$ cat src/hw/rtl/state_change_event_log_queue_core_macros.svh
// ----------------------------------------------------------------------------
// State change event log queue - assertion macros
// Concurrent assertion wrappers; compiled out when SYNTH is defined.
// ----------------------------------------------------------------------------
`ifndef STATE_CHANGE_EVENT_LOG_QUEUE_CORE_MACROS_SVH
`define STATE_CHANGE_EVENT_LOG_QUEUE_CORE_MACROS_SVH

`ifndef SYNTH
// same-cycle implication
`define SCELQ_ASSERT_NOW(label, clk, rst, ante, cons) \
   label: assert property (@(posedge clk) disable iff (rst) (ante) |-> (cons)) \
      else $error("scelq assertion failed");
// next-cycle implication
`define SCELQ_ASSERT_NEXT(label, clk, rst, ante, cons) \
   label: assert property (@(posedge clk) disable iff (rst) (ante) |=> (cons)) \
      else $error("scelq assertion failed");
`else
`define SCELQ_ASSERT_NOW(label, clk, rst, ante, cons)
`define SCELQ_ASSERT_NEXT(label, clk, rst, ante, cons)
`endif

`endif

$ cat src/hw/rtl/scelq_pkg.sv
// ----------------------------------------------------------------------------
// scelq_pkg
// Shared constants, word types, codes and ring helpers of the event log queue.
// ----------------------------------------------------------------------------
package scelq_pkg;

   localparam int QUEUE_SLOTS = 16;
   localparam int IDX_W       = $clog2(QUEUE_SLOTS);
   localparam int CNT_W       = IDX_W + 1;
   localparam int TIME_W      = 32;
   localparam int CSR_IDX_W   = 1;
   localparam int CSR_DATA_W  = 16;

   localparam logic [CSR_DATA_W-1:0] STATUS_INTERVAL_RESET = 16'd2000;
   localparam logic [CSR_DATA_W-1:0] MIN_GAP_RESET         = 16'd200;

   // register indexes
   localparam logic [CSR_IDX_W-1:0] CSR_STATUS_INTERVAL = 1'b0;
   localparam logic [CSR_IDX_W-1:0] CSR_MIN_SEND_GAP    = 1'b1;

   // event codes
   localparam logic [1:0] EV_LOCKED      = 2'd0;
   localparam logic [1:0] EV_UNLOCKED    = 2'd1;
   localparam logic [1:0] EV_SECURED     = 2'd2;
   localparam logic [1:0] EV_COMPROMISED = 2'd3;

   // offer kinds
   localparam logic [1:0] KIND_NONE   = 2'd0;
   localparam logic [1:0] KIND_STATUS = 2'd1;
   localparam logic [1:0] KIND_EVENT  = 2'd2;

   // LED codes
   localparam logic [1:0] LED_NORMAL   = 2'd0;
   localparam logic [1:0] LED_OPEN     = 2'd1;
   localparam logic [1:0] LED_TAMPERED = 2'd2;

   localparam logic OP_REPORT = 1'b0;
   localparam logic OP_POLL   = 1'b1;

   typedef struct packed {
      logic              operation;
      logic              door_closed;
      logic              motion_seen;
      logic              enroll_busy;
      logic [TIME_W-1:0] now_ms;
      logic              accepted;
   } req_word_type;

   typedef struct packed {
      logic       led_valid;
      logic [1:0] led_code;
      logic [1:0] events_added;
      logic [1:0] oldest_dropped;
      logic [1:0] offer_kind;
      logic       offer_locked;
      logic       offer_secure;
      logic [1:0] offer_event;
      logic [3:0] queue_count;
   } rsp_word_type;

   typedef struct packed {
      logic latch;
      logic step1;
      logic step2;
      logic load_out;
   } cmd_type;

   typedef struct packed {
      logic out_free;
   } stat_type;

   function automatic logic [IDX_W-1:0] ring_next(input logic [IDX_W-1:0] idx);
      return (idx == IDX_W'(QUEUE_SLOTS - 1)) ? '0 : idx + 1'b1;
   endfunction

   // entries held, saturated at 15
   function automatic logic [3:0] ring_count(input logic [IDX_W-1:0] tail,
                                             input logic [IDX_W-1:0] head);
      logic [CNT_W-1:0] diff;
      if (tail >= head) begin
         diff = {1'b0, tail} - {1'b0, head};
      end else begin
         diff = {1'b0, tail} + CNT_W'(QUEUE_SLOTS) - {1'b0, head};
      end
      return (32'(diff) > 32'd15) ? 4'd15 : 4'(diff);
   endfunction

endpackage

$ cat src/hw/rtl/scelq_req_if.sv
// ----------------------------------------------------------------------------
// scelq_req_if
// Request channel: valid/ready handshake with report and poll fields.
// ----------------------------------------------------------------------------
interface scelq_req_if;
   import scelq_pkg::*;

   logic              valid;
   logic              ready;
   logic              operation;
   logic              door_closed;
   logic              motion_seen;
   logic              enroll_busy;
   logic [TIME_W-1:0] now_ms;
   logic              accepted;

   modport source (
      output valid, operation, door_closed, motion_seen, enroll_busy, now_ms, accepted,
      input  ready
   );
   modport sink (
      input  valid, operation, door_closed, motion_seen, enroll_busy, now_ms, accepted,
      output ready
   );
endinterface

$ cat src/hw/rtl/scelq_rsp_if.sv
// ----------------------------------------------------------------------------
// scelq_rsp_if
// Response channel: valid/ready handshake with one result word.
// ----------------------------------------------------------------------------
interface scelq_rsp_if;
   logic       valid;
   logic       ready;
   logic       led_valid;
   logic [1:0] led_code;
   logic [1:0] events_added;
   logic [1:0] oldest_dropped;
   logic [1:0] offer_kind;
   logic       offer_locked;
   logic       offer_secure;
   logic [1:0] offer_event;
   logic [3:0] queue_count;

   modport source (
      output valid, led_valid, led_code, events_added, oldest_dropped, offer_kind,
             offer_locked, offer_secure, offer_event, queue_count,
      input  ready
   );
   modport sink (
      input  valid, led_valid, led_code, events_added, oldest_dropped, offer_kind,
             offer_locked, offer_secure, offer_event, queue_count,
      output ready
   );
endinterface

$ cat src/hw/rtl/scelq_ram.sv
// ----------------------------------------------------------------------------
// scelq_ram
// Generic single-write, single-read RAM with registered read data.
// ----------------------------------------------------------------------------
module scelq_ram #(
   parameter int WIDTH = 2,
   parameter int DEPTH = 16
) (
   input  logic                     clock,
   input  logic                     wr_en,
   input  logic [$clog2(DEPTH)-1:0] wr_addr,
   input  logic [WIDTH-1:0]         wr_data,
   input  logic [$clog2(DEPTH)-1:0] rd_addr,
   output logic [WIDTH-1:0]         rd_data
);
   logic [WIDTH-1:0] mem_ff [DEPTH];
   logic [WIDTH-1:0] rd_data_ff;

   always_ff @(posedge clock) begin
      if (wr_en) begin
         mem_ff[wr_addr] <= wr_data;
      end
      rd_data_ff <= mem_ff[rd_addr];
   end

   assign rd_data = rd_data_ff;
endmodule

$ cat src/hw/rtl/scelq_ctrl.sv
// ----------------------------------------------------------------------------
// scelq_ctrl
// Sequencer: accept a word, two ring steps, then hand off to the output reg.
// ----------------------------------------------------------------------------
module scelq_ctrl (
   input  logic                clock,
   input  logic                reset,
   input  logic                req_valid,
   output logic                req_ready,
   input  scelq_pkg::stat_type stat,
   output scelq_pkg::cmd_type  cmd
);
   import scelq_pkg::*;

   typedef enum logic [3:0] {
      ST_IDLE  = 4'b0001,
      ST_STEP1 = 4'b0010,
      ST_STEP2 = 4'b0100,
      ST_DONE  = 4'b1000
   } state_type;

   state_type state_ff, state_in;

   always_comb begin
      state_in     = state_ff;
      req_ready    = 1'b0;
      cmd          = '0;
      case (state_ff)
         ST_IDLE: begin
            req_ready = 1'b1;
            if (req_valid) begin
               cmd.latch = 1'b1;
               state_in  = ST_STEP1;
            end
         end
         ST_STEP1: begin
            cmd.step1 = 1'b1;
            state_in  = ST_STEP2;
         end
         ST_STEP2: begin
            cmd.step2 = 1'b1;
            state_in  = ST_DONE;
         end
         ST_DONE: begin
            if (stat.out_free) begin
               cmd.load_out = 1'b1;
               state_in     = ST_IDLE;
            end
         end
         default: begin
            state_in = ST_IDLE;
         end
      endcase
   end

   always_ff @(posedge clock) begin
      if (reset) begin
         state_ff <= ST_IDLE;
      end else begin
         state_ff <= state_in;
      end
   end
endmodule

$ cat src/hw/rtl/scelq_dpath.sv
// ----------------------------------------------------------------------------
// scelq_dpath
// Datapath: config regs, edge detect, event ring, status latch, output reg.
// ----------------------------------------------------------------------------
module scelq_dpath (
   input  logic                                    clock,
   input  logic                                    reset,
   input  scelq_pkg::cmd_type                      cmd,
   output scelq_pkg::stat_type                     stat,
   input  scelq_pkg::req_word_type                 req_word,
   output logic                                    rsp_valid,
   input  logic                                    rsp_ready,
   output scelq_pkg::rsp_word_type                 rsp_word,
   input  logic                                    csr_we,
   input  logic [scelq_pkg::CSR_IDX_W-1:0]         csr_index,
   input  logic [scelq_pkg::CSR_DATA_W-1:0]        csr_wdata
);
   import scelq_pkg::*;

   req_word_type      in_ff;
   logic [CSR_DATA_W-1:0] interval_ff, min_gap_ff;
   logic              prev_closed_ff, prev_motion_ff;
   logic [TIME_W-1:0] last_status_ff, last_send_ff;
   logic              pend_ff, pend_locked_ff, pend_secure_ff;
   logic [IDX_W-1:0]  head_ff, tail_ff, head_in, tail_in;
   logic [1:0]        added_ff, dropped_ff;
   logic [1:0]        kind_ff, oevent_ff;
   logic              olocked_ff, osecure_ff;
   logic              rsp_valid_ff;
   rsp_word_type      rsp_ff, rsp_in;

   logic              is_poll, push_req, do_push, ring_full, ring_empty, time_ok;
   logic [1:0]        push_ev, rd_data;
   logic [TIME_W-1:0] time_diff;
   logic [CSR_DATA_W-1:0] time_limit;

   assign is_poll    = (in_ff.operation == OP_POLL);
   assign ring_full  = (ring_next(tail_ff) == head_ff);
   assign ring_empty = (head_ff == tail_ff);

   // step 1 handles the door edge, step 2 the motion edge
   always_comb begin
      if (cmd.step1) begin
         push_req = !is_poll && (in_ff.door_closed != prev_closed_ff);
         push_ev  = in_ff.door_closed ? EV_LOCKED : EV_UNLOCKED;
      end else begin
         push_req = !is_poll && (in_ff.motion_seen != prev_motion_ff);
         push_ev  = in_ff.motion_seen ? EV_COMPROMISED : EV_SECURED;
      end
   end
   assign do_push = (cmd.step1 || cmd.step2) && push_req;

   // one wrapping subtract and compare, shared by report and poll
   assign time_diff  = in_ff.now_ms - (is_poll ? last_send_ff : last_status_ff);
   assign time_limit = is_poll ? min_gap_ff : interval_ff;
   assign time_ok    = (time_diff >= {{(TIME_W-CSR_DATA_W){1'b0}}, time_limit});

   scelq_ram #(
      .WIDTH(2),
      .DEPTH(QUEUE_SLOTS)
   ) u_ring (
      .clock  (clock),
      .wr_en  (do_push),
      .wr_addr(tail_ff),
      .wr_data(push_ev),
      .rd_addr(head_ff),
      .rd_data(rd_data)
   );

   always_comb begin
      head_in = head_ff;
      tail_in = tail_ff;
      if (do_push) begin
         tail_in = ring_next(tail_ff);
         if (ring_full) begin
            head_in = ring_next(head_ff);
         end
      end else if (cmd.step2 && is_poll && time_ok && !pend_ff && !ring_empty
                   && in_ff.accepted) begin
         head_in = ring_next(head_ff);
      end
   end

   always_comb begin
      rsp_in                = '0;
      if (!is_poll && !in_ff.enroll_busy) begin
         rsp_in.led_valid = 1'b1;
         rsp_in.led_code  = in_ff.motion_seen ? LED_TAMPERED :
                            (!in_ff.door_closed ? LED_OPEN : LED_NORMAL);
      end
      rsp_in.events_added   = added_ff;
      rsp_in.oldest_dropped = dropped_ff;
      rsp_in.offer_kind     = kind_ff;
      rsp_in.offer_locked   = olocked_ff;
      rsp_in.offer_secure   = osecure_ff;
      rsp_in.offer_event    = oevent_ff;
      rsp_in.queue_count    = ring_count(tail_ff, head_ff);
   end

   assign stat.out_free = !rsp_valid_ff || rsp_ready;

   always_ff @(posedge clock) begin
      if (reset) begin
         interval_ff    <= STATUS_INTERVAL_RESET;
         min_gap_ff     <= MIN_GAP_RESET;
         prev_closed_ff <= 1'b0;
         prev_motion_ff <= 1'b0;
         last_status_ff <= '0;
         last_send_ff   <= '0;
         pend_ff        <= 1'b0;
         pend_locked_ff <= 1'b0;
         pend_secure_ff <= 1'b0;
         head_ff        <= '0;
         tail_ff        <= '0;
         added_ff       <= '0;
         dropped_ff     <= '0;
         rsp_valid_ff   <= 1'b0;
      end else begin
         if (csr_we) begin
            case (csr_index)
               CSR_STATUS_INTERVAL: interval_ff <= csr_wdata;
               CSR_MIN_SEND_GAP:    min_gap_ff  <= csr_wdata;
               default: ;
            endcase
         end
         head_ff <= head_in;
         tail_ff <= tail_in;
         if (cmd.latch) begin
            added_ff   <= '0;
            dropped_ff <= '0;
         end else if (do_push) begin
            added_ff <= added_ff + 2'd1;
            if (ring_full) begin
               dropped_ff <= dropped_ff + 2'd1;
            end
         end
         if (cmd.step2) begin
            if (!is_poll) begin
               prev_closed_ff <= in_ff.door_closed;
               prev_motion_ff <= in_ff.motion_seen;
               if (time_ok) begin
                  last_status_ff <= in_ff.now_ms;
                  pend_ff        <= 1'b1;
                  pend_locked_ff <= in_ff.door_closed;
                  pend_secure_ff <= !in_ff.motion_seen;
               end
            end else if (time_ok && in_ff.accepted && (pend_ff || !ring_empty)) begin
               last_send_ff <= in_ff.now_ms;
               if (pend_ff) begin
                  pend_ff <= 1'b0;
               end
            end
         end
         if (cmd.load_out) begin
            rsp_valid_ff <= 1'b1;
         end else if (rsp_ready) begin
            rsp_valid_ff <= 1'b0;
         end
      end
   end

   // payload registers
   always_ff @(posedge clock) begin
      if (cmd.latch) begin
         in_ff <= req_word;
      end
      if (cmd.step2) begin
         kind_ff    <= KIND_NONE;
         olocked_ff <= 1'b0;
         osecure_ff <= 1'b0;
         oevent_ff  <= EV_LOCKED;
         if (is_poll && time_ok) begin
            if (pend_ff) begin
               kind_ff    <= KIND_STATUS;
               olocked_ff <= pend_locked_ff;
               osecure_ff <= pend_secure_ff;
            end else if (!ring_empty) begin
               kind_ff   <= KIND_EVENT;
               oevent_ff <= rd_data;
            end
         end
      end
      if (cmd.load_out) begin
         rsp_ff <= rsp_in;
      end
   end

   assign rsp_valid = rsp_valid_ff;
   assign rsp_word  = rsp_ff;
endmodule

$ cat src/hw/rtl/state_change_event_log_queue_core.sv
// ----------------------------------------------------------------------------
// state_change_event_log_queue_core
// Sensor state-change event log with latched status and paced upload offers.
// ----------------------------------------------------------------------------
// Usage:
//   req_chan carries one word per sensor report (operation 0) or upload poll
//   (operation 1); rsp_chan returns exactly one result word per request word.
//   Both use valid/ready; a word moves at an edge with valid and ready high.
//   csr_we/csr_index/csr_wdata write status_interval_ms (0) and
//   min_send_gap_ms (1); write only while no request is in flight.
// Timing:
//   After acceptance the word runs two ring steps (door edge, motion edge),
//   each using the single ring write port, and the result is loaded into the
//   output register once it is free. A new request is taken once the
//   previous result is in the output register.
// Reset (synchronous, active high): ring empty, edge history and timestamps
//   cleared, config back to 2000 ms / 200 ms. Ring contents are not cleared.
// Stall: a result held in the output register does not block acceptance of
//   the next request; that request waits in the final step until the output
//   register is taken.
// ----------------------------------------------------------------------------
`include "state_change_event_log_queue_core_macros.svh"

module state_change_event_log_queue_core (
   input  logic                               clock,
   input  logic                               reset,
   scelq_req_if.sink                          req_chan,
   scelq_rsp_if.source                        rsp_chan,
   input  logic                               csr_we,
   input  logic [scelq_pkg::CSR_IDX_W-1:0]    csr_index,
   input  logic [scelq_pkg::CSR_DATA_W-1:0]   csr_wdata
);
   import scelq_pkg::*;

   cmd_type      cmd;
   stat_type     stat;
   req_word_type req_word;
   rsp_word_type rsp_word;
   logic         rsp_valid;

   assign req_word.operation   = req_chan.operation;
   assign req_word.door_closed = req_chan.door_closed;
   assign req_word.motion_seen = req_chan.motion_seen;
   assign req_word.enroll_busy = req_chan.enroll_busy;
   assign req_word.now_ms      = req_chan.now_ms;
   assign req_word.accepted    = req_chan.accepted;

   scelq_ctrl u_ctrl (
      .clock    (clock),
      .reset    (reset),
      .req_valid(req_chan.valid),
      .req_ready(req_chan.ready),
      .stat     (stat),
      .cmd      (cmd)
   );

   scelq_dpath u_dpath (
      .clock    (clock),
      .reset    (reset),
      .cmd      (cmd),
      .stat     (stat),
      .req_word (req_word),
      .rsp_valid(rsp_valid),
      .rsp_ready(rsp_chan.ready),
      .rsp_word (rsp_word),
      .csr_we   (csr_we),
      .csr_index(csr_index),
      .csr_wdata(csr_wdata)
   );

   assign rsp_chan.valid          = rsp_valid;
   assign rsp_chan.led_valid      = rsp_word.led_valid;
   assign rsp_chan.led_code       = rsp_word.led_code;
   assign rsp_chan.events_added   = rsp_word.events_added;
   assign rsp_chan.oldest_dropped = rsp_word.oldest_dropped;
   assign rsp_chan.offer_kind     = rsp_word.offer_kind;
   assign rsp_chan.offer_locked   = rsp_word.offer_locked;
   assign rsp_chan.offer_secure   = rsp_word.offer_secure;
   assign rsp_chan.offer_event    = rsp_word.offer_event;
   assign rsp_chan.queue_count    = rsp_word.queue_count;

   // sequencer issues at most one command per cycle
   `SCELQ_ASSERT_NOW(a_cmd_onehot, clock, reset, 1'b1,
      $onehot0({cmd.latch, cmd.step1, cmd.step2, cmd.load_out}))
   // accepted word goes straight into the door step, then the motion step
   `SCELQ_ASSERT_NEXT(a_accept_step1, clock, reset,
      req_chan.valid && req_chan.ready, cmd.step1)
   `SCELQ_ASSERT_NEXT(a_step1_step2, clock, reset, cmd.step1, cmd.step2)
   // a loaded result is presented next cycle
   `SCELQ_ASSERT_NEXT(a_load_valid, clock, reset, cmd.load_out, rsp_chan.valid)
endmodule
$ cat src/flat_wrapper.sv
// flat-port wrapper written by rule: the top's interface ports become plain ports
module state_change_event_log_queue_core_flat import scelq_pkg::*;
  (clock, reset, csr_we, csr_index, csr_wdata, req_chan_valid, req_chan_operation, req_chan_door_closed, req_chan_motion_seen, req_chan_enroll_busy, req_chan_now_ms, req_chan_accepted, req_chan_ready, rsp_chan_valid, rsp_chan_led_valid, rsp_chan_led_code, rsp_chan_events_added, rsp_chan_oldest_dropped, rsp_chan_offer_kind, rsp_chan_offer_locked, rsp_chan_offer_secure, rsp_chan_offer_event, rsp_chan_queue_count, rsp_chan_ready);
  scelq_req_if req_chan_i ();
  scelq_rsp_if rsp_chan_i ();
  input  logic clock;
  input  logic reset;
  input  logic csr_we;
  input  logic [scelq_pkg::CSR_IDX_W-1:0] csr_index;
  input  logic [scelq_pkg::CSR_DATA_W-1:0] csr_wdata;
  input wire logic [$bits(req_chan_i.valid)-1:0] req_chan_valid;
  input wire logic [$bits(req_chan_i.operation)-1:0] req_chan_operation;
  input wire logic [$bits(req_chan_i.door_closed)-1:0] req_chan_door_closed;
  input wire logic [$bits(req_chan_i.motion_seen)-1:0] req_chan_motion_seen;
  input wire logic [$bits(req_chan_i.enroll_busy)-1:0] req_chan_enroll_busy;
  input wire logic [$bits(req_chan_i.now_ms)-1:0] req_chan_now_ms;
  input wire logic [$bits(req_chan_i.accepted)-1:0] req_chan_accepted;
  output wire logic [$bits(req_chan_i.ready)-1:0] req_chan_ready;
  output wire logic [$bits(rsp_chan_i.valid)-1:0] rsp_chan_valid;
  output wire logic [$bits(rsp_chan_i.led_valid)-1:0] rsp_chan_led_valid;
  output wire logic [$bits(rsp_chan_i.led_code)-1:0] rsp_chan_led_code;
  output wire logic [$bits(rsp_chan_i.events_added)-1:0] rsp_chan_events_added;
  output wire logic [$bits(rsp_chan_i.oldest_dropped)-1:0] rsp_chan_oldest_dropped;
  output wire logic [$bits(rsp_chan_i.offer_kind)-1:0] rsp_chan_offer_kind;
  output wire logic [$bits(rsp_chan_i.offer_locked)-1:0] rsp_chan_offer_locked;
  output wire logic [$bits(rsp_chan_i.offer_secure)-1:0] rsp_chan_offer_secure;
  output wire logic [$bits(rsp_chan_i.offer_event)-1:0] rsp_chan_offer_event;
  output wire logic [$bits(rsp_chan_i.queue_count)-1:0] rsp_chan_queue_count;
  input wire logic [$bits(rsp_chan_i.ready)-1:0] rsp_chan_ready;
  assign req_chan_i.valid = req_chan_valid;
  assign req_chan_i.operation = req_chan_operation;
  assign req_chan_i.door_closed = req_chan_door_closed;
  assign req_chan_i.motion_seen = req_chan_motion_seen;
  assign req_chan_i.enroll_busy = req_chan_enroll_busy;
  assign req_chan_i.now_ms = req_chan_now_ms;
  assign req_chan_i.accepted = req_chan_accepted;
  assign req_chan_ready = req_chan_i.ready;
  assign rsp_chan_valid = rsp_chan_i.valid;
  assign rsp_chan_led_valid = rsp_chan_i.led_valid;
  assign rsp_chan_led_code = rsp_chan_i.led_code;
  assign rsp_chan_events_added = rsp_chan_i.events_added;
  assign rsp_chan_oldest_dropped = rsp_chan_i.oldest_dropped;
  assign rsp_chan_offer_kind = rsp_chan_i.offer_kind;
  assign rsp_chan_offer_locked = rsp_chan_i.offer_locked;
  assign rsp_chan_offer_secure = rsp_chan_i.offer_secure;
  assign rsp_chan_offer_event = rsp_chan_i.offer_event;
  assign rsp_chan_queue_count = rsp_chan_i.queue_count;
  assign rsp_chan_i.ready = rsp_chan_ready;
  state_change_event_log_queue_core u_core (.clock(clock), .reset(reset), .req_chan(req_chan_i), .rsp_chan(rsp_chan_i), .csr_we(csr_we), .csr_index(csr_index), .csr_wdata(csr_wdata));
endmodule
$ cat config.mk
export PLATFORM = sky130hd
export DESIGN_NAME = state_change_event_log_queue_core_flat
export DESIGN_NICKNAME = d
export VERILOG_FILES = /design/src/hw/rtl/scelq_pkg.sv /design/src/hw/rtl/scelq_req_if.sv /design/src/hw/rtl/scelq_rsp_if.sv /design/src/hw/rtl/scelq_ram.sv /design/src/hw/rtl/scelq_ctrl.sv /design/src/hw/rtl/scelq_dpath.sv /design/src/hw/rtl/state_change_event_log_queue_core.sv /design/src/flat_wrapper.sv
export VERILOG_INCLUDE_DIRS = /design/src /design/src/hw/rtl
export SDC_FILE = /design/constraint.sdc
export NUM_CORES = 1
export LEC_CHECK = 0
export BUFFER_PORTS_ARGS = -buffer_cell sky130_fd_sc_hd__buf_2
export CAP_MARGIN = 20
export CELL_PAD_IN_SITES_DETAIL_PLACEMENT = 1
export CELL_PAD_IN_SITES_GLOBAL_PLACEMENT = 1
export CORE_MARGIN = 2
export CORE_UTILIZATION = 40
export CTS_CLUSTER_DIAMETER = 120
export DETAILED_ROUTE_END_ITERATION = 8
export MAX_ROUTING_LAYER = met4
export PLACE_DENSITY_LB_ADDON = 0.1
export SYNTH_ARGS = -nofsm -noshare
export SYNTH_HDL_FRONTEND = slang
export SYNTH_HIERARCHICAL = 1
export SYNTH_SLANG_ARGS = --single-unit
$ cat constraint.sdc
create_clock -name clock -period 7.13 [get_ports clock]
set_clock_uncertainty 0.1 [all_clocks]
set_input_delay 0.3565 -clock clock [delete_from_list [all_inputs] [get_ports clock]]
set_output_delay 0.3565 -clock clock [all_outputs]
set_load 0.1 [all_outputs]
==> summary.md, run 1 <==
| Metric | Value |
|---|---|
| Met1 Use GR | `0.302` |
| Vias per cell | `5.44` |
| PortBufs | `77` |
| RSZ-0062 raised after global routing | `no` |
| Clock Tree Buf Depth | `3` |
| Final WS setup | `~1.1 ns` |
| Worst Setup Start Kind | `register` |
| Status | `complete, no violations` |
| Worst rel slew slack | `0.342` |
| Routed length per instance | `approximately 19 um` |
| Mapped Cells | `1155` |
| Post-CTS setup buffer count | `0` |
| Crit. End Element | `register` |
| Ys async rst share | `0` |
| Share of layout cells above drive strength 1 | `0.122` |
| Final setup violation count | `0` |
| Htree depth | `1` |
| Slowest-stage cell, CP | `o31a_1` |
| Initial drt markers | `301` |
| CTS Root Cell | `clkbuf_16` |
| Layout Nets | `1383` |
| Finished Layout Cells | `1665` |
| LEAKAGE | `approximately 5.0 nW` |
| Crit path time final | `about 6.1 ns` |
| Type of the worst setup path | `reg2reg` |
| Clock latency on the worst-skew pair | `0.53 ns` |
| Global route hottest layer | `met2` |
| # clock sinks | `212` |
| Antenna violations before repair | `0` |
| Number of global-route vias before repair | `9138` |
| Top_reg_cell synth | `dfxtp_1` |
| Area Overhead vs Synth | `19.6%` |
| Hold WS | `around 0.053 ns` |
| Worst Tran Pin Value | `just under 1 ns` |
| Remaining DRCs | `0` |
| Flops & latches, synth | `212` |
| Syn avg cell area | `approximately 9.7 um2` |
| Ys Warns | `6` |
| GP Congestion | `a little over 0.9` |
| Yosys cell types | `78` |
| Chip width | `roughly 170 um` |
| CP Data Required Time | `approximately 7.5 ns` |
| # IOs | `78` |
| Period utilization | `0.852` |
| GRT Util Overall | `0.226` |
| Area of the mapped netlist | `11200 um2` |
| CP Max Fanout | `19` |
| HPWL Detailed | `22300 um` |
| Die height | `171 um` |
| CORE AREA | `27600 um2` |
| Final setup TNS | `0 ns` |
| Initial Util | `0.404` |
| CTS tree | `done` |
| Largest net degree at the start of global routing | `just over 80` |
| Core Rows | `61` |
| Sequential-to-total area share from yosys stat | `0.462` |
| Pins Over Slew Limit | `0` |
| Cells along the critical path | `buf_4 > mux2i_1 > ha_1 > and2_1 > a221o_1 > o21ai_0 > nand2_1 > xor2_1 > ha_1 > a21o_1 > a21o_1 > a21oi_1 > o2111ai_1 > or4_1 > a311oi_1 > nand4_1 > o31a_1 > a31oi_2 > mux2i_1` |
| Placed Area | `~12000 um2` |
| Endpoints failing hold | `0` |
| DR pass1 iterations | `5` |
| Clock transition at path regs | `about 0.060 ns` |
| Post-cts resize count | `0` |
| PD cells | `244 nW/um2` |
| Routed WL | `~32000 um` |
| Fill count | `about 3200` |
| GR Layer Usage met3 | `0.0259` |
| Post-place setup slack | `1.09 ns` |
| First-pass GRT wire length | `just over 50000 um` |
| Final antenna-violating net count | `0` |
| VDD IR max | `approximately 0.00023 V` |
| Dpl cells | `around 1600` |
| CP delay by family, top | `compound AO/OA/AOI/OAI gates` |
| # diodes | `0` |
| Mapped Nets | `roughly 1300` |
| HP Class | `in2reg` |
| Die area | `29300 um2` |
| Cell area after layout | `13400 um2` |
| Met2 Track Usage GR | `0.369` |
| Worst Path Buf+Inv | `1` |
| Grt ovf | `0` |
| Hold Buf Count CTS | `between 50 and 60` |
| Post-synth EDFFs | `92` |
| Worst EP arrival | `6.43 ns` |
| Crit path largest cell delay | `0.64 ns` |
| Via count | `9065` |
| Max Clk Rate | `165 MHz` |
| Max-cap violations | `0` |
| TritonCTS buffer count | `26` |
-- metal layers --
metal  part of all wire  wire length [um]
met5                  0                 0
met4              0.022               688
met3              0.029               921
met2               0.47             15000
met1               0.48             15200
-- layout by cell type, fill, tap and decap left out, types with 5 or more instances in the layout --
cell type and n:
buf_2 77, mux2i_1 92, dfxtp_1 120, xor2_1 11, nor2b_1 10, bufinv_16 5, o21ai_1 13, nand3_1 58
edfxtp_1 92, nand2b_1 9, xnor2_1 21, inv_1 21, nor3_1 18, dlygate4sd3_1 53, ha_1 55, a21oi_1 105
o211ai_1 6, and3_1 7, a21o_1 12, clkbuf_16 26, o21a_1 13, o21ai_0 49, nor2_1 56, nor3b_1 5
a211oi_1 7, buf_4 17, nand4_1 18, clkbuf_1 5, nor4_1 7, o2111ai_1 5, nand2_1 185, and2_1 7
o21bai_1 5
-- path summary, 6_finish.rpt --
kind	startpoint	cells past startpoint	to	slack (ns)
worst max-delay path	u_core/u_dpath/is_poll$_DFFE_PP_	19	u_core/u_dpath/head_ff[0]$_SDFFE_PP0P_	1.05
worst min-delay path	req_chan_valid	4	u_core/u_ctrl/state_ff[0]$_SDFFE_PP1P_	0.05
worst max register to register	u_core/u_dpath/is_poll$_DFFE_PP_	19	u_core/u_dpath/head_ff[0]$_SDFFE_PP0P_	1.05
worst min register to register	u_core/u_dpath/oevent_ff[1]$_SDFFCE_PP0P_	0	u_core/u_dpath/rsp_word[5]$_DFFE_PP_	0.32
-- kinds of logic (layout without fill, tap and decap cells) --
kind of cell	count (synthesis)	after routing	share of synthesized area
and+or+nand+nor	406	406	0.170
AOI/OAI and AO/OA	259	259	0.144
DFF	212	212	0.462
muxes	102	102	0.102
buffers and inverters	87	219	0.0320
adders and majority gates	57	57	0.0652
xor gates and xnor gates	32	32	0.0251
-- synthesized netlist by cell type, types with 4 or more instances --
cell	n	share of area
nand2_1	185	0.062
dfxtp_1	120	0.21
a21oi_1	105	0.047
edfxtp_1	92	0.25
mux2i_1	92	0.082
nand3_1	58	0.026
nor2_1	56	0.019
ha_1	55	0.062
o21ai_0	49	0.022
clkbuf_1	37	0.012
inv_1	21	0.0071
xnor2_1	21	0.016
nand4_1	18	0.010
nor3_1	18	0.0081
buf_2	14	0.0063
o21a_1	13	0.0087
o21ai_1	13	0.0058
a21o_1	12	0.0081
xor2_1	11	0.0086
nor2b_1	10	0.0056
buf_1	9	0.0030
nand2b_1	9	0.0050
and2_1	8	0.0045
a211oi_1	7	0.0047
and3_1	7	0.0039
nor4_1	7	0.0039
o211ai_1	6	0.0040
nor3b_1	5	0.0034
o2111ai_1	5	0.0039
o21bai_1	5	0.0034
a31oi_1	4	0.0022
mux4_1	4	0.0094
mux4_2	4	0.0081
o211a_1	4	0.0036
o31ai_1	4	0.0027
or2_2	4	0.0022
or3_1	4	0.0022
-- power breakdown --
| group | total (W) | switching, W | internal [W] |
|---|---|---|---|
| Combinational | 0.000522 | 0.000325 | 0.000197 |
| Sequential | 0.00135 | 0.0000401 | 0.00131 |
| Clock | 0.00139 | 0.000525 | 0.000863 |
-- area by class of cell --
type	count	area, um2	area share
multi-input combinational	856	5660	0.424
sequential	212	5160	0.387
clock inverter	16	225	0.0169
timing repair buffer	148	1070	0.0802
clock buffer	32	683	0.0511
inverter	23	86.3	0.00646
tap	378	473	0.0354
-- stage by stage --
step	total power, W	util
detailed placement	0.00187	0.431
finish	0.00326	0.484
CTS	0.00330	0.483
global placement	0.00187	0.430
global route	0.00342	0.484
floorplan	0.00171	-
-- state kept, by name, indices dropped and copies added, names as in the netlist, 2 cells and up --
register / cells
u_core/u_ctrl/state_ff: 4
u_core/u_dpath/last_send_ff: 32
u_core/u_dpath/u_ring/mem_ff: 32
u_core/u_dpath/kind_ff: 2
u_core/u_dpath/rsp_word: 17
u_core/u_dpath/added_ff: 2
u_core/u_dpath/oevent_ff: 2
u_core/u_dpath/dropped_ff: 2
u_core/u_dpath/tail_ff: 4
u_core/u_dpath/in_ff: 36
u_core/u_dpath/interval_ff: 16
u_core/u_dpath/last_status_ff: 32
u_core/u_dpath/min_gap_ff: 16
u_core/u_dpath/head_ff: 4
u_core/u_dpath/u_ring/rd_data: 2
-- worst register-to-register path, cell delays in order, from the launching register on --
cell and delay (ns):
edfxtp_1 0.42, buf_4 0.25, mux2i_1 0.27, ha_1 0.28, and2_1 0.18, a221o_1 0.36
o21ai_0 0.49, nand2_1 0.18, xor2_1 0.18, ha_1 0.32, a21o_1 0.18, a21o_1 0.17
a21oi_1 0.23, o2111ai_1 0.13, or4_1 0.49, a311oi_1 0.32, nand4_1 0.21, o31a_1 0.64
a31oi_2 0.40, mux2i_1 0.21
(Power assumes the default switching activity.)
==> inputs of run 2 (changes only) <==
--- a/config.mk
+++ b/config.mk
@@ -11,7 +11,7 @@
 export CELL_PAD_IN_SITES_DETAIL_PLACEMENT = 1
 export CELL_PAD_IN_SITES_GLOBAL_PLACEMENT = 1
 export CORE_MARGIN = 2
-export CORE_UTILIZATION = 40
+export CORE_UTILIZATION = 48
 export CTS_CLUSTER_DIAMETER = 120
 export DETAILED_ROUTE_END_ITERATION = 8
 export MAX_ROUTING_LAYER = met4
==> summary.md, run 2 (synthesis results as in run 1) <==
| Metric | Value |
|---|---|
| Slowest-stage cell, CP | `edfxtp_1 (was o31a_1)` |
| Antenna violations before repair | `0 (unchanged)` |
| Multi-input gate area | `5660 um2 (unchanged)` |
| Via count | `9128 (was 9065)` |
| HP Start | `req_chan_valid (unchanged)` |
| Crit path largest cell delay | `0.81 ns (was 0.64 ns)` |
| PD cells | `237 nW/um2 (was 244 nW/um2)` |
| Die area | `24500 um2 (was 29300 um2)` |
| Critical path depth | `20 (was 19)` |
| Endpoints failing hold | `0 (unchanged)` |
| FF-to-FF path depth | `20 (was 19)` |
| LEAKAGE | `4.92 nW (was 4.99 nW)` |
| CP delay by family, top | `compound AO/OA/AOI/OAI gates (unchanged)` |
| Core Rows | `55 (was 61)` |
| Initial Util | `0.491 (was 0.404)` |
| Chip width | `157 um (was 171 um)` |
| Dpl cells | `1495 (was 1563)` |
| Final setup violation count | `0 (unchanged)` |
| P_int | `0.00224 W (was 0.00237 W)` |
| RSZ-0062 raised after global routing | `no (unchanged)` |
| CORE AREA | `22800 um2 (was 27600 um2)` |
| Biggest register | `u_core/u_dpath/in_ff (unchanged)` |
| Clock Tree Buf Depth | `3 (unchanged)` |
| Number of global-route vias before repair | `9499 (was 9138)` |
| Sw power | `0.000868 W (was 0.000890 W)` |
| DR pass1 iterations | `4 (was 5)` |
| Clock latency on the worst-skew pair | `0.54 ns (was 0.53 ns)` |
| Max-cap violations | `0 (unchanged)` |
| Type of the worst setup path | `reg2reg (unchanged)` |
| TritonCTS buffer count | `24 (was 26)` |
| Worst rel slew slack | `0.417 (was 0.342)` |
| HP Class | `in2reg (unchanged)` |
| Worst Hold Endpoint | `u_core/u_ctrl/state_ff[0]$_SDFFE_PP1P_ (unchanged)` |
| Worst Path Buf+Inv | `2 (was 1)` |
| CTS tree | `done (unchanged)` |
| CP Data Required Time | `7.42 ns (was 7.49 ns)` |
| Vias per cell | `5.73 (was 5.44)` |
| # diodes | `0 (unchanged)` |
| Htree depth | `1 (unchanged)` |
| CP Max Fanout | `32 (was 19)` |
| Fill count | `2538 (was 3177)` |
| Period utilization | `0.894 (was 0.852)` |
| First-pass GRT wire length | `50000 um (was 50900 um)` |
| CTS Root Cell | `clkbuf_16 (unchanged)` |
| Reg2reg end | `u_core/u_dpath/last_send_ff[29]$_SDFFE_PP0P_ (was u_core/u_dpath/head_ff[0]$_SDFFE_PP0P_)` |
| Layout Nets | `1379 (was 1383)` |
| Worst EP arrival | `6.66 ns (was 6.43 ns)` |
| GRT Util Overall | `0.264 (was 0.226)` |
| Status | `complete, no violations (unchanged)` |
| Final antenna-violating net count | `0 (unchanged)` |
| # clock sinks | `212 (unchanged)` |
| Max Clk Rate | `157 MHz (was 165 MHz)` |
| Routed length per instance | `19.3 um (was 19.1 um)` |
| Largest register FFs | `36 (unchanged)` |
| PortBufs | `77 (unchanged)` |
| Area Overhead vs Synth | `17.6% (was 19.6%)` |
| Post-cts resize count | `0 (unchanged)` |
| Largest net degree at the start of global routing | `74 (was 81)` |
| HPWL Detailed | `21200 um (was 22300 um)` |
| FF-to-FF setup slack | `0.76 ns (was 1.05 ns)` |
| # IOs | `78 (unchanged)` |
| Hold depth | `4 (unchanged)` |
| Cell area after layout | `13100 um2 (was 13400 um2)` |
| Pins Over Slew Limit | `0 (unchanged)` |
| Routed WL | `30800 um (was 31800 um)` |
| Clock transition at path regs | `0.07 ns (was 0.06 ns)` |
| Clk network pwr share | `0.398 (was 0.425)` |
| RR Startpoint | `u_core/u_dpath/is_poll$_DFFE_PP_ (unchanged)` |
| Worst Setup Start Kind | `register (unchanged)` |
| Seq pwr share | `0.436 (was 0.415)` |
| GP Congestion | `0.907 (was 0.911)` |
| Switch share | `0.279 (was 0.273)` |
| Post-CTS setup buffer count | `0 (unchanged)` |
| Combinational share of power | `0.167 (was 0.160)` |
| Initial drt markers | `492 (was 301)` |
| Remaining DRCs | `0 (unchanged)` |
| Register area | `5160 um2 (unchanged)` |
| Worst Tran Pin Value | `0.874 ns (was 0.987 ns)` |
| Crit path time final | `6.37 ns (was 6.08 ns)` |
| Most frequent cells in the layout | `nand2_1 (185), dfxtp_1 (120), a21oi_1 (105), mux2i_1 (92), edfxtp_1 (92) (unchanged)` |
| Share of layout cells above drive strength 1 | `0.116 (was 0.122)` |
| Grt ovf | `0 (unchanged)` |
| Cells along the critical path | `buf_4 > mux2i_1 > ha_1 > a21oi_1 > o211ai_1 > o21ai_0 > nand2_1 > xor2_1 > ha_1 > nand4_1 > nor2_1 > o2111ai_1 > o211ai_1 > or4_1 > a311oi_1 > nand4_1 > o31ai_4 > nor2_4 > buf_4 > mux2i_1 (was buf_4 > mux2i_1 > ha_1 > and2_1 > a221o_1 > o21ai_0 > nand2_1 > xor2_1 > ha_1 > a21o_1 > a21o_1 > a21oi_1 > o2111ai_1 > or4_1 > a311oi_1 > nand4_1 > o31a_1 > a31oi_2 > mux2i_1)` |
| Finished Layout Cells | `1594 (was 1665)` |
| Crit. End Element | `register (unchanged)` |
| Placed Area | `11800 um2 (was 11900 um2)` |
| Most common cell after layout, fill and taps aside | `nand2_1 (unchanged)` |
| Final setup TNS | `0 ns (unchanged)` |
| Die height | `157 um (was 171 um)` |
| Post-layout util | `0.577 (was 0.484)` |
| VDD IR max | `0.000195 V (was 0.000227 V)` |
-- run 2: layer usage --
metal | GRT usage | share of wire | vias up
met5 | - | 0 | -
met4 | 0.0633 | 0.021 | 0
met3 | 0.0318 | 0.034 | 49
met2 | 0.453 | 0.50 | 168
met1 | 0.334 | 0.45 | 4490
li1 | - | - | 4421
-- run 2: metrics by stage --
step	power, W	hold slack [ns]	setup WS (ns)
after floorplan	0.00171	0.300	1.47
after global placement	0.00185	0.302	1.05
after detailed placement	0.00187	0.317	0.799
after CTS	0.00313	0.0455	0.779
after global routing	0.00323	0.0661	0.358
final	0.00311	0.0462	0.758
-- run 2: worst max path at each step --
stage	startpoint	end	slack, ns
final	u_core/u_dpath/is_poll$_DFFE_PP_	u_core/u_dpath/last_send_ff[29]$_SDFFE_PP0P_	0.76
after floorplan	u_core/u_dpath/is_poll$_DFFE_PP_	u_core/u_dpath/head_ff[0]$_SDFFE_PP0P_	1.47
after global placement	u_core/u_dpath/is_poll$_DFFE_PP_	u_core/u_dpath/last_send_ff[13]$_SDFFE_PP0P_	1.05
after global routing	u_core/u_dpath/is_poll$_DFFE_PP_	u_core/u_dpath/last_send_ff[30]$_SDFFE_PP0P_	0.36
after CTS	u_core/u_dpath/is_poll$_DFFE_PP_	u_core/u_dpath/last_send_ff[29]$_SDFFE_PP0P_	0.78
after detailed placement	u_core/u_dpath/is_poll$_DFFE_PP_	u_core/u_dpath/last_send_ff[29]$_SDFFE_PP0P_	0.80
-- run 2: power groups by stage --
stage,clock network [W],logic [W],registers [W]
2_1_floorplan,0,0.000338,0.00137
3_3_place_gp,0,0.000474,0.00138
3_5_place_dp,0,0.000485,0.00138
4_1_cts,0.00126,0.000510,0.00135
5_1_grt,0.00130,0.000570,0.00136
6_report,0.00124,0.000518,0.00135
-- run 2: what timing repair did --
item                                   in CTS  in global routing
setup endpoints to repair                   0                  0
hold buffers                               53                  0
endpoints found under the hold margin      68                  0
-- run 2: final cells by class --
cell class / count / area share
Inverter: 23 / 0.00657
Timing Repair Buffer: 146 / 0.0804
Tap cell: 313 / 0.0298
Sequential cell: 212 / 0.393
Clock inverter: 14 / 0.0120
Clock buffer: 30 / 0.0474
Multi-Input combinational cell: 856 / 0.431
-- run 2: worst reg2reg max path, delay by kind of cell (launching register included) --
kind | cells | cell delay, ns
compound gates | 7 | 2.10
xor+xnor | 1 | 0.17
fa+ha+maj | 2 | 0.61
buf+inv | 2 | 0.72
flops | 1 | 0.81
mux | 2 | 0.51
simple gates | 6 | 1.22
